$ cat config.mk
export PLATFORM = sky130hd
export DESIGN_NAME = msb_first_bit_packer
export DESIGN_NICKNAME = d
export VERILOG_FILES = /design/src/mfbp_pkg.sv /design/src/msb_first_bit_packer.sv /design/src/mfbp_acc_unit.sv
export SDC_FILE = /design/constraint.sdc
export NUM_CORES = 1
export LEC_CHECK = 0
export ABC_AREA = 1
export BUFFER_PORTS_ARGS = -buffer_cell sky130_fd_sc_hd__buf_2
export CORE_MARGIN = 2
export CORE_UTILIZATION = 40
export CTS_BUF_LIST = sky130_fd_sc_hd__clkbuf_4 sky130_fd_sc_hd__clkbuf_8 sky130_fd_sc_hd__clkbuf_16
export DETAILED_ROUTE_END_ITERATION = 10
export MAX_ROUTING_LAYER = met4
export PLACE_DENSITY = 0.65
export REMOVE_ABC_BUFFERS = 1
export SYNTH_ARGS = -nofsm -noshare
export SYNTH_HDL_FRONTEND = slang
export SYNTH_HIERARCHICAL = 1
export SYNTH_SLANG_ARGS = --single-unit
$ cat constraint.sdc
create_clock -name clock -period 10 [get_ports clock]
set_clock_uncertainty 0.15 [all_clocks]
set_input_delay 1 -clock clock [delete_from_list [all_inputs] [get_ports clock]]
set_output_delay 1 -clock clock [all_outputs]
set_load 0.01 [all_outputs]
$ cat src/mfbp_pkg.sv
`default_nettype none

package mfbp_pkg;

   // Widths of the transfer fields
   localparam int FUNC_W       = 2;
   localparam int CODE_W       = 24;
   localparam int LEN_W        = 5;
   localparam int BYTE_W       = 8;
   localparam int BCOUNT_W     = 20;
   localparam int TBITS_W      = 23;

   // Emitted-byte counter width (wraps at this width)
   localparam int COUNT_BITS   = 20;

   // Accumulator geometry
   localparam int ACC_W        = 32;
   localparam int FILL_W       = 5;
   localparam int MAX_CODE_LEN = 24;

   // Packed bus widths
   localparam int REQ_DATA_W   = 32;
   localparam int RSP_DATA_W   = 56;

   // Item functions
   typedef enum logic [FUNC_W-1:0] {
      FUNC_WRITE   = 2'd0,
      FUNC_FLUSH   = 2'd1,
      FUNC_RESTART = 2'd2,
      FUNC_QUERY   = 2'd3
   } func_type;

   // Commands to the accumulator unit
   typedef struct packed {
      logic merge;   // append a code below the held bits
      logic pop;     // drop the top byte, shift up by eight
   } acc_cmd_type;

endpackage : mfbp_pkg

`default_nettype wire

$ cat src/msb_first_bit_packer.sv
// MSB-first bit packer.
// Input stream (req_*): one transfer per item carrying func, code and
// code_length. A write appends the low code_length bits (saturated to 24)
// below the held bits; flush emits the pending partial byte zero padded;
// restart zeroes the byte count; query only reports counts.
// Output stream (rsp_*): one transfer per emitted byte, or a single
// transfer with tuser (byte_valid) low when an item emits no byte. tlast
// marks the final transfer of an item. All transfers of one item carry the
// byte count and total bit count after the whole item.
// Timing: an item is taken, then each result is loaded into the output
// register one per cycle while the receiver is not stalling; an item that
// emits no byte still loads one result. The rate is set by the single
// accumulator shifter that pops one byte per cycle, held while stalled.
// req_tready is high only while the sequencer is idle; the next item is
// taken while the last result still sits in the output register.
// A stalled receiver holds the output register and the sequencer waits.
// Reset clears the accumulator, fill and byte count; no clearing pass.
`default_nettype none

module msb_first_bit_packer (
   input  wire logic                                clock,
   input  wire logic                                reset,
   input  wire logic                                req_tvalid,
   output logic                                     req_tready,
   // [1:0] func, [25:2] code, [30:26] code_length, [31] zero
   input  wire logic [mfbp_pkg::REQ_DATA_W-1:0]     req_tdata,
   output logic                                     rsp_tvalid,
   input  wire logic                                rsp_tready,
   // [7:0] data_byte, [27:8] byte_count, [50:28] total_bits, [55:51] zero
   output logic      [mfbp_pkg::RSP_DATA_W-1:0]     rsp_tdata,
   // [0] byte_valid
   output logic                                     rsp_tuser,
   output logic                                     rsp_tlast
);
   import mfbp_pkg::*;

   typedef enum logic [1:0] {
      S_IDLE = 2'b01,
      S_EMIT = 2'b10
   } state_type;

   state_type                state_ff, state_in;
   logic [COUNT_BITS-1:0]    cnt_ff, cnt_in;
   logic [1:0]               rem_ff, rem_in;
   logic                     pop_en_ff, pop_en_in;

   logic                     out_valid_ff, out_valid_in;
   logic [BYTE_W-1:0]        out_byte_ff, out_byte_in;
   logic                     out_bvalid_ff, out_bvalid_in;
   logic                     out_last_ff, out_last_in;
   logic [BCOUNT_W-1:0]      out_bcount_ff, out_bcount_in;
   logic [TBITS_W-1:0]       out_tbits_ff, out_tbits_in;

   func_type                 req_func;
   logic [CODE_W-1:0]        req_code;
   logic [LEN_W-1:0]         req_len;
   logic                     req_xfer;
   logic                     out_free;
   logic                     load_out;

   acc_cmd_type              acc_cmd;
   logic [BYTE_W-1:0]        acc_top;
   logic [FILL_W-1:0]        acc_fill;
   logic [FILL_W-1:0]        acc_merge_fill;
   logic [31:0]              cnt_ext;

   // Unpack the input transfer
   assign req_func = func_type'(req_tdata[FUNC_W-1:0]);
   assign req_code = req_tdata[FUNC_W +: CODE_W];
   assign req_len  = req_tdata[FUNC_W+CODE_W +: LEN_W];

   assign req_tready = (state_ff == S_IDLE);
   assign req_xfer   = req_tvalid && req_tready;
   assign out_free   = !out_valid_ff || rsp_tready;
   assign load_out   = (state_ff == S_EMIT) && out_free;

   mfbp_acc_unit u_acc (
      .clock       (clock),
      .reset       (reset),
      .cmd         (acc_cmd),
      .code        (req_code),
      .code_length (req_len),
      .top_byte    (acc_top),
      .fill        (acc_fill),
      .merge_fill  (acc_merge_fill)
   );

   assign cnt_ext = 32'(cnt_ff);

   // Sequencer: take an item, then hand out its results one per cycle while the output register is free
   always_comb begin
      state_in  = state_ff;
      cnt_in    = cnt_ff;
      rem_in    = rem_ff;
      pop_en_in = pop_en_ff;
      acc_cmd   = '0;

      case (state_ff)
         S_IDLE: begin
            if (req_xfer) begin
               state_in  = S_EMIT;
               pop_en_in = 1'b0;
               rem_in    = 2'd0;
               case (req_func)
                  FUNC_WRITE: begin
                     acc_cmd.merge = 1'b1;
                     rem_in        = acc_merge_fill[4:3];
                     pop_en_in     = 1'b1;
                     cnt_in        = cnt_ff + COUNT_BITS'(acc_merge_fill[4:3]);
                  end
                  FUNC_FLUSH: begin
                     if (acc_fill != '0) begin
                        rem_in = 2'd1;
                        cnt_in = cnt_ff + COUNT_BITS'(1);
                     end
                  end
                  FUNC_RESTART: begin
                     cnt_in = '0;
                  end
                  default: begin
                     cnt_in = cnt_ff;
                  end
               endcase
            end
         end
         S_EMIT: begin
            if (out_free) begin
               if (rem_ff != 2'd0) begin
                  acc_cmd.pop = pop_en_ff;
                  rem_in      = rem_ff - 2'd1;
               end
               if (rem_ff <= 2'd1) begin
                  state_in = S_IDLE;
               end
            end
         end
         default: begin
            state_in = S_IDLE;
         end
      endcase
   end

   // Output register: load the next result, hold while stalled
   always_comb begin
      out_valid_in  = out_valid_ff;
      out_byte_in   = out_byte_ff;
      out_bvalid_in = out_bvalid_ff;
      out_last_in   = out_last_ff;
      out_bcount_in = out_bcount_ff;
      out_tbits_in  = out_tbits_ff;
      if (load_out) begin
         out_valid_in  = 1'b1;
         out_bvalid_in = (rem_ff != 2'd0);
         out_byte_in   = (rem_ff != 2'd0) ? acc_top : '0;
         out_last_in   = (rem_ff <= 2'd1);
         out_bcount_in = cnt_ext[BCOUNT_W-1:0];
         out_tbits_in  = {cnt_ext[BCOUNT_W-1:0], acc_fill[2:0]};
      end else if (rsp_tready) begin
         out_valid_in = 1'b0;
      end
   end

   always_ff @(posedge clock) begin
      if (reset) begin
         state_ff     <= S_IDLE;
         cnt_ff       <= '0;
         rem_ff       <= '0;
         pop_en_ff    <= 1'b0;
         out_valid_ff <= 1'b0;
      end else begin
         state_ff     <= state_in;
         cnt_ff       <= cnt_in;
         rem_ff       <= rem_in;
         pop_en_ff    <= pop_en_in;
         out_valid_ff <= out_valid_in;
      end
   end

   always_ff @(posedge clock) begin
      out_byte_ff   <= out_byte_in;
      out_bvalid_ff <= out_bvalid_in;
      out_last_ff   <= out_last_in;
      out_bcount_ff <= out_bcount_in;
      out_tbits_ff  <= out_tbits_in;
   end

   assign rsp_tvalid = out_valid_ff;
   assign rsp_tuser  = out_bvalid_ff;
   assign rsp_tlast  = out_last_ff;
   assign rsp_tdata  = {5'b0, out_tbits_ff, out_bcount_ff, out_byte_ff};

   // Fill stays below one byte whenever a new item may be taken
   a_idle_fill: assert property (@(posedge clock) disable iff (reset)
      (state_ff == S_IDLE) |-> (acc_fill[4:3] == 2'b00))
      else $error("fill holds a complete byte while idle");

   // A taken item always moves the sequencer into result hand-out
   a_take_emit: assert property (@(posedge clock) disable iff (reset)
      req_xfer |=> (state_ff == S_EMIT))
      else $error("item taken without entering emit");

   // A flush hands out at most one byte and never shifts
   a_flush_one: assert property (@(posedge clock) disable iff (reset)
      ((state_ff == S_EMIT) && !pop_en_ff) |-> (rem_ff <= 2'd1))
      else $error("non-shifting item with more than one byte");

   // The final result of an item returns the sequencer to idle
   a_last_idle: assert property (@(posedge clock) disable iff (reset)
      (load_out && (rem_ff <= 2'd1)) |=> (state_ff == S_IDLE) && rsp_tlast)
      else $error("final result did not end the item");

endmodule : msb_first_bit_packer

`default_nettype wire

$ cat src/mfbp_acc_unit.sv
`default_nettype none

module mfbp_acc_unit (
   input  wire logic                            clock,
   input  wire logic                            reset,
   input  wire mfbp_pkg::acc_cmd_type           cmd,
   input  wire logic [mfbp_pkg::CODE_W-1:0]     code,
   input  wire logic [mfbp_pkg::LEN_W-1:0]      code_length,
   output logic      [mfbp_pkg::BYTE_W-1:0]     top_byte,
   output logic      [mfbp_pkg::FILL_W-1:0]     fill,
   output logic      [mfbp_pkg::FILL_W-1:0]     merge_fill
);
   import mfbp_pkg::*;

   logic [ACC_W-1:0]  acc_ff,  acc_in;
   logic [FILL_W-1:0] fill_ff, fill_in;
   logic [LEN_W-1:0]  len_sat;
   logic [CODE_W-1:0] code_mask;
   logic [ACC_W-1:0]  code_ext;
   logic [5:0]        merge_sh;

   // Saturate the length and mask off unused code bits
   always_comb begin
      len_sat   = (code_length > LEN_W'(MAX_CODE_LEN)) ? LEN_W'(MAX_CODE_LEN) : code_length;
      code_mask = ~({CODE_W{1'b1}} << len_sat);
      code_ext  = ACC_W'(code & code_mask);
      merge_sh  = 6'd32 - 6'(len_sat) - 6'(fill_ff[2:0]);
      merge_fill = FILL_W'(fill_ff[2:0]) + len_sat;
   end

   // Shared shifter: merge a code or pop the top byte
   always_comb begin
      acc_in  = acc_ff;
      fill_in = fill_ff;
      if (cmd.merge) begin
         acc_in  = acc_ff | (code_ext << merge_sh);
         fill_in = merge_fill;
      end else if (cmd.pop) begin
         acc_in  = acc_ff << BYTE_W;
         fill_in = fill_ff - FILL_W'(BYTE_W);
      end
   end

   always_ff @(posedge clock) begin
      if (reset) begin
         acc_ff  <= '0;
         fill_ff <= '0;
      end else begin
         acc_ff  <= acc_in;
         fill_ff <= fill_in;
      end
   end

   assign top_byte = acc_ff[ACC_W-1 -: BYTE_W];
   assign fill     = fill_ff;

endmodule : mfbp_acc_unit

`default_nettype wire

# Word-level counts from Yosys, hierarchy flattened
# Cells that the tools add are included.
[totals]
in_bits = 36
regBits = 116
output_inout_bits = 60
word_cells = 75
[op_classes]
n_shift = 2
n_reduce_logical = 15
magnitude_cmp = 2
n_mux = 25
bitwise = 3
n_eq_ne = 9
add_sub_neg = 7
[op_table]
columns = ["cell", "count"]
rows = [
  ["$mux 32", 2],
  ["$pmux 20 s3", 1],
  ["$or 32x32->32", 1],
  ["$shl 32x6->32", 1],
  ["$and 24x24->24", 1],
  ["$not 24->24", 1],
  ["$shl 24x5->24 const A", 1],
  ["$add 20x1->20 const B", 1],
  ["$add 20x2->20", 1],
  ["$mux 20", 1],
  ["$mux 5", 3],
  ["$mux 2", 6],
  ["$pmux 2 s2", 3],
  ["$mux 1", 9],
  ["$reduce_and 4->1", 2],
  ["$reduce_bool 2->1", 4],
  ["$ne 2x1->1 const B", 3],
  ["$sub 6x3->6", 1],
  ["$sub 6x5->6 const A", 1],
  ["$add 3x5->5", 1],
  ["$gt 5x5->1 const B", 1],
  ["$reduce_bool 5->1", 1],
  ["$sub 5x4->5 const B", 1],
  ["$eq 2x1->1 const B", 2],
  ["other kinds (11)", 14],
]

# Logic depth before layout (Yosys ltp)
[depth]
word_depth = 8
mapped_depth = 22
depth_no_buf = 22

# Cells and area by module
# Netlist, hierarchy kept.
[by_module_without_submodules]
columns = ["mod", "seq_area_each_um2", "area_per_inst_um2", "cells_each", "instances"]
rows = [
  ["mfbp_acc_unit", 740.7, 3870.0, 689, 1],
  ["msb_first_bit_packer", 1511.4, 2906.5, 352, 1],
]

# Worst setup path after synthesis
# OpenSTA, ideal clock, no wires.
[synth_path]
path_type = "input port to flip-flop"
start = "in req_tdata[29] (netlist name)"
end = "reg cnt_ff[12]"
slack_ns = 6.048
arrival_time_ns = 3.689
setup_time_ns = 0.113
required_time_ns = 9.737
path_stages = 20
path_buffers = 0
path_cell_list = "ha_1 nand2_2 inv_1 nor2_1 inv_1 ha_1 nand3_1 nand3_1 xor2_1 or2_2 ha_1 fa_1 nand2_1 nor2_2 nand3_1 inv_1 nand3_1 nand2_1 nand2_1 nor2_1"
[synth_via]
elab_chain_len = 5
[synth_rtl]
columns = ["element", "line", "text"]
rows = [
  ["start: declaration", "msb_first_bit_packer.sv:26", "input wire logic [mfbp_pkg::REQ_DATA_W-1:0] req_tdata,"],
  ["$gt 5x5->1", "mfbp_acc_unit.sv:24", "len_sat = (code_length > LEN_W'(MAX_CODE_LEN)) ? LEN_W'(MAX_CODE_LEN) : code_length;"],
  ["$mux 5 *", "mfbp_acc_unit.sv:24", ""],
  ["$add 3x5->5 *", "mfbp_acc_unit.sv:28", "merge_fill = FILL_W'(fill_ff[2:0]) + len_sat;"],
  ["named net acc_merge_fill[3]", "msb_first_bit_packer.sv:64", "logic [FILL_W-1:0] acc_merge_fill;"],
  ["$add 20x2->20 *", "msb_first_bit_packer.sv:109", "cnt_in = cnt_ff + COUNT_BITS'(acc_merge_fill[4:3]);"],
  ["$pmux 20 s3 *", "msb_first_bit_packer.sv:104", "case (req_func)"],
  ["end signal: assignment", "msb_first_bit_packer.sv:172", "cnt_ff <= cnt_in;"],
  ["end: declaration", "msb_first_bit_packer.sv:43", "logic [COUNT_BITS-1:0] cnt_ff, cnt_in;"],
]
# The timed path passes the listed nets; every way through them passes the cells marked *.
# A chain may end at the register's enable or synchronous reset.

# Final worst setup path
[layout_path]
start = "in req_tdata[29] (netlist name)"
end = "reg u_acc.acc_ff[26]"
[layout_via]
elab_chain_len = 8
elab_cells_between_ends = 10
cone_classes = "add/sub (2); order compare (1); shift (2); mux (2); bitwise (3)"
[layout_rtl]
columns = ["element", "line", "text"]
rows = [
  ["$gt 5x5->1", "mfbp_acc_unit.sv:24", ""],
  ["$mux 5 *", "mfbp_acc_unit.sv:24", ""],
  ["branches (longest 3 deep; another with $sub 6x5->6)", "--", ""],
  ["$shl 32x6->32 *", "mfbp_acc_unit.sv:36", "acc_in = acc_ff | (code_ext << merge_sh);"],
  ["$or 32x32->32 *", "mfbp_acc_unit.sv:36", ""],
  ["$mux 32 *", "mfbp_acc_unit.sv:35", "if (cmd.merge) begin"],
  ["end signal: assignment", "mfbp_acc_unit.sv:49", "acc_ff <= acc_in;"],
  ["end: declaration", "mfbp_acc_unit.sv:15", "logic [ACC_W-1:0] acc_ff, acc_in;"],
]
# Mark *: on every way between the ends.

==> parameters.txt <==
Parameter                              Value

Floorplan
  Total Die Area ... around 18000 µm²
  Row cnt ... 47
  Floorplan die height ... approximately 130 µm
  Core area ... 16600 µm²
  Chip width ... 134 µm
  Initial core utilization ... 40.9%
  I/O pin cnt ... 96

Route
  Drt first pass iters ... 5
  Initial DRC count ... between 400 and 500
  Detail-routed via count per cell ... 5.01
  Residual DRC ... 0
  Remaining antenna violation count after routing ... 0
  Number of vias in the routed layout ... 6534
  Avg WL per Cell ... 13.1 µm
  Total detailed-routing wirelength ... 17.0 mm

Synth
  Synth Flop Type ... dfxtp_1
  Number of enable flip-flop cells after synthesis ... 33
  Combinational family with the most area after synthesis ... simple AND/OR/NAND/NOR gates
  Portion of the post-synthesis area used by sequential elements ... 33.2%
  Mapped cell area ... 6780 µm²
  Synthesized-area fraction occupied by ao, oa, aoi and oai cells ... 9.84%
  Unique masters post-synth ... 48
  Multiplexer fraction of the synthesized cell area ... 0%
  Xor and xnor fraction of the mapped netlist area ... 1.38%
  Adder-cell area share of the yosys netlist ... 3.84%
  Post-synthesis sequential element count ... between 90 and 100
  Share of synthesized cell area in and, or, nand and nor gates ... 39.2%
  Async set or reset register ratio after synthesis ... 0%
  Cells after synthesis ... around 1000
  Synthesized area per cell ... 6.51 µm²
  Warning count from the yosys run ... 6

Clock network
  TritonCTS Buffers ... 9
  TritonCTS clock tree ... done
  Buffer cell driving the clock tree root ... clkbuf_16
  Number of gates resized after cts ... 0
  Number of hold-repair buffers added at the cts stage ... 0
  Clock slew at reported path FFs ... 70 ps
  Post-CTS setup buffer count ... 0
  Clock tree sinks ... 96
  Maximum root-to-sink buffer count ... 2
  Worst-skew pair later-pin latency ... 340 ps
  H-Tree Depth ... 3

Final layout
  Design area ... 7430 µm²
  Most common cell after layout, fill and taps aside ... nand2_1
  Number of inserted diodes ... 0
  Number of fill cells in the layout ... 1739
  Area delta synth->final ... 9.64%
  Nets@finish ... approximately 1100
  Layout Utilization ... 44.8%
  Fraction of layout cells with a size suffix above 1 ... approximately 14%
  Commonest cells after routing, fill and taps aside ... 280 x nand2_1, 148 x nand3_1, 142 x nor2_1, 95 x inv_1, 89 x buf_2

Pwr
  Worst-case vdd ir drop ... 0.105 mV
  Pwr per Cell Area ... 153 nW/µm²
  Static Leakage ... between 3 and 4 nW
  Total power consumption of the routed design ... 1.14 mW

Timing
  Fin Setup TNS ... 0 ps
  Achievable Freq ... 195 MHz
  Slew margin rel. ... between 30% and 40%
  Final Hold Vio Count ... 0
  Fin crit period ... between 5000 and 6000 ps
  Final setup margin ... 4870 ps
  Share of the clock period used by the worst path ... roughly half
  Unrepaired setup endpoints after global routing ... false
  Final count of pins violating max slew ... 0
  Final-report setup violation count ... 0
  Slew of the pin with the lowest slew margin ... 980 ps

Global route
  Pin count of the biggest net entering global routing ... 35
  GRT Util Overall ... 19.6%
  Number of antenna violations at the first check in global routing ... 0
  Overflow left after global routing ... 0
  Via count of the first global-routing pass ... 5818
  First-pass GRT wire length ... about 28 mm

Worst setup path
  Highest cell delay on the worst timing path ... 1090 ps
  Cell with the largest stage delay on the worst path ... fa_1
  Type of destination of the critical path ... flip-flop
  Setup crit start kind ... input port
  Largest fanout on the critical path ... 25
  Crit path kind ... in -> reg
  Arrival time at the worst endpoint ... 5240 ps
  Cell seen most often among critical-path stages ... nand2_1
  Buffers plus inverters on the worst setup path ... 5
  List of cells traversed by the critical path ... buf_2, ha_1, inv_2, nand2_1, inv_1, ha_1, inv_1, ha_1, fa_1, inv_1, nor3_2, nand3_1, o211ai_1, nand2_1, nand2_1, nand2_1, a21oi_1
  Cell family with the largest share of critical-path delay ... adder cells
  CP Data Required Time ... 10120 ps

Placed design
  Count of input and output buffers ... 89
  Area of placed instances ... 7130 µm²
  Post-Place Setup Slack ... 4600 ps
  Total half-perimeter wirelength after legalization and detailed placement ... ~13 mm
  Global placement routability congestion ... 0.933

Run
  Number of maximum-capacitance violations ... 0

Hold path
  Hold WC Path Type ... reg -> reg

Outcome
  Result of the run ... finished, final reports clean
[final timing paths]
path | start | cells past startpoint | slack (ps) | to
max | req_tdata[29] | 17 | 4870 | u_acc/acc_ff[26]
max reg2reg | u_acc/fill[1] | 12 | 5990 | u_acc/acc_ff[26]
min | u_acc/acc_ff[7] | 2 | 320 | u_acc/acc_ff[7]
min reg2reg | u_acc/acc_ff[7] | 2 | 320 | u_acc/acc_ff[7]
[state kept, by name (all words and copies together), names as in the netlist, 2 cells and up]
signal         cells
cnt_ff            20
out_bcount_ff     20
out_byte_ff        8
out_tbits_ff       3
rem_ff             2
state_ff           2
u_acc/acc_ff      32
u_acc/fill         5
[routing by layer]
layer / up-vias / share of wire (%) / global-route usage (%)
li1: 3403 / - / -
met1: 2954 / 48 / 25.9
met2: 149 / 45 / 31.1
met3: 28 / 4.3 / 2.95
met4: 0 / 2.2 / 5.73
met5: - / 0 / -
[cell usage after synthesis, types with 2 or more instances]
library cell  count  area [µm²]
xor2_2            2        32.5
buf_4            34         255
edfxtp_1         33         991
o21a_1            4        30.0
nor2_4            2        22.5
fa_1              3        60.1
clkbuf_1         21        78.8
xnor2_1           3        26.3
xor2_1            4        35.0
o21ai_0          27         135
inv_2            12        45.0
a21oi_1          49         245
a21boi_1          3        22.5
nor3_1            4        20.0
clkinv_1          3        11.3
nand3_2           4        40.0
o21bai_1          2        15.0
o21ai_1           6        30.0
or2_2             6        37.5
nand2_1         280        1050
nand4_1           9        56.3
inv_1            95         357
o211ai_1         15         113
nand3b_1          3        22.5
nand3_1         148         741
dfxtp_1          63        1260
buf_2            11        55.1
nor2_1          143         537
nor2_2            6        37.5
ha_1             16         200
buf_6             2        22.5
a211oi_1          5        37.5
or2_1             2        12.5
buf_1             5        18.8
nand2_2           3        18.8
[cells by family after synthesis]
kind of cell,after synthesis
fa+ha+maj,19
simple gates,617
xor+xnor,9
buf+inv,183
compound gates,116
flops,96
other cells,1
[area by class of cell]
type	instances	area, µm²	share of cell area (%)
Clock buffer	10	239	3.22
Clock inverter	6	61.3	0.825
Inverter	110	413	5.56
Multi-Input combinational cell	766	3700	49.8
Sequential cell	96	2250	30.3
Tap cell	220	275	3.70
Timing Repair Buffer	95	490	6.60
[stage by stage]
step | hold WS [ps] | instances
floorplan | 280 | 972
global placement | 296 | 1287
detailed placement | 305 | 1287
CTS | 317 | 1303
global route | 331 | 1303
finish | 315 | 1303
[worst register-to-register path, cell delays in order, from the launching register on]
cell and delay [ps]:
dfxtp_1 380, ha_1 340, inv_1 50, ha_1 220, fa_1 1090, inv_1 640
nor3_2 490, nand3_1 150, o211ai_1 120, nand2_1 100, nand2_1 60, nand2_1 50
a21oi_1 100
[where the power goes]
group          leakage, nW  switching (mW)  internal (mW)
registers            0.820         0.00605          0.411
clock network        0.144           0.157          0.182
logic                 2.37           0.269          0.113
(Power assumes the default switching activity.)
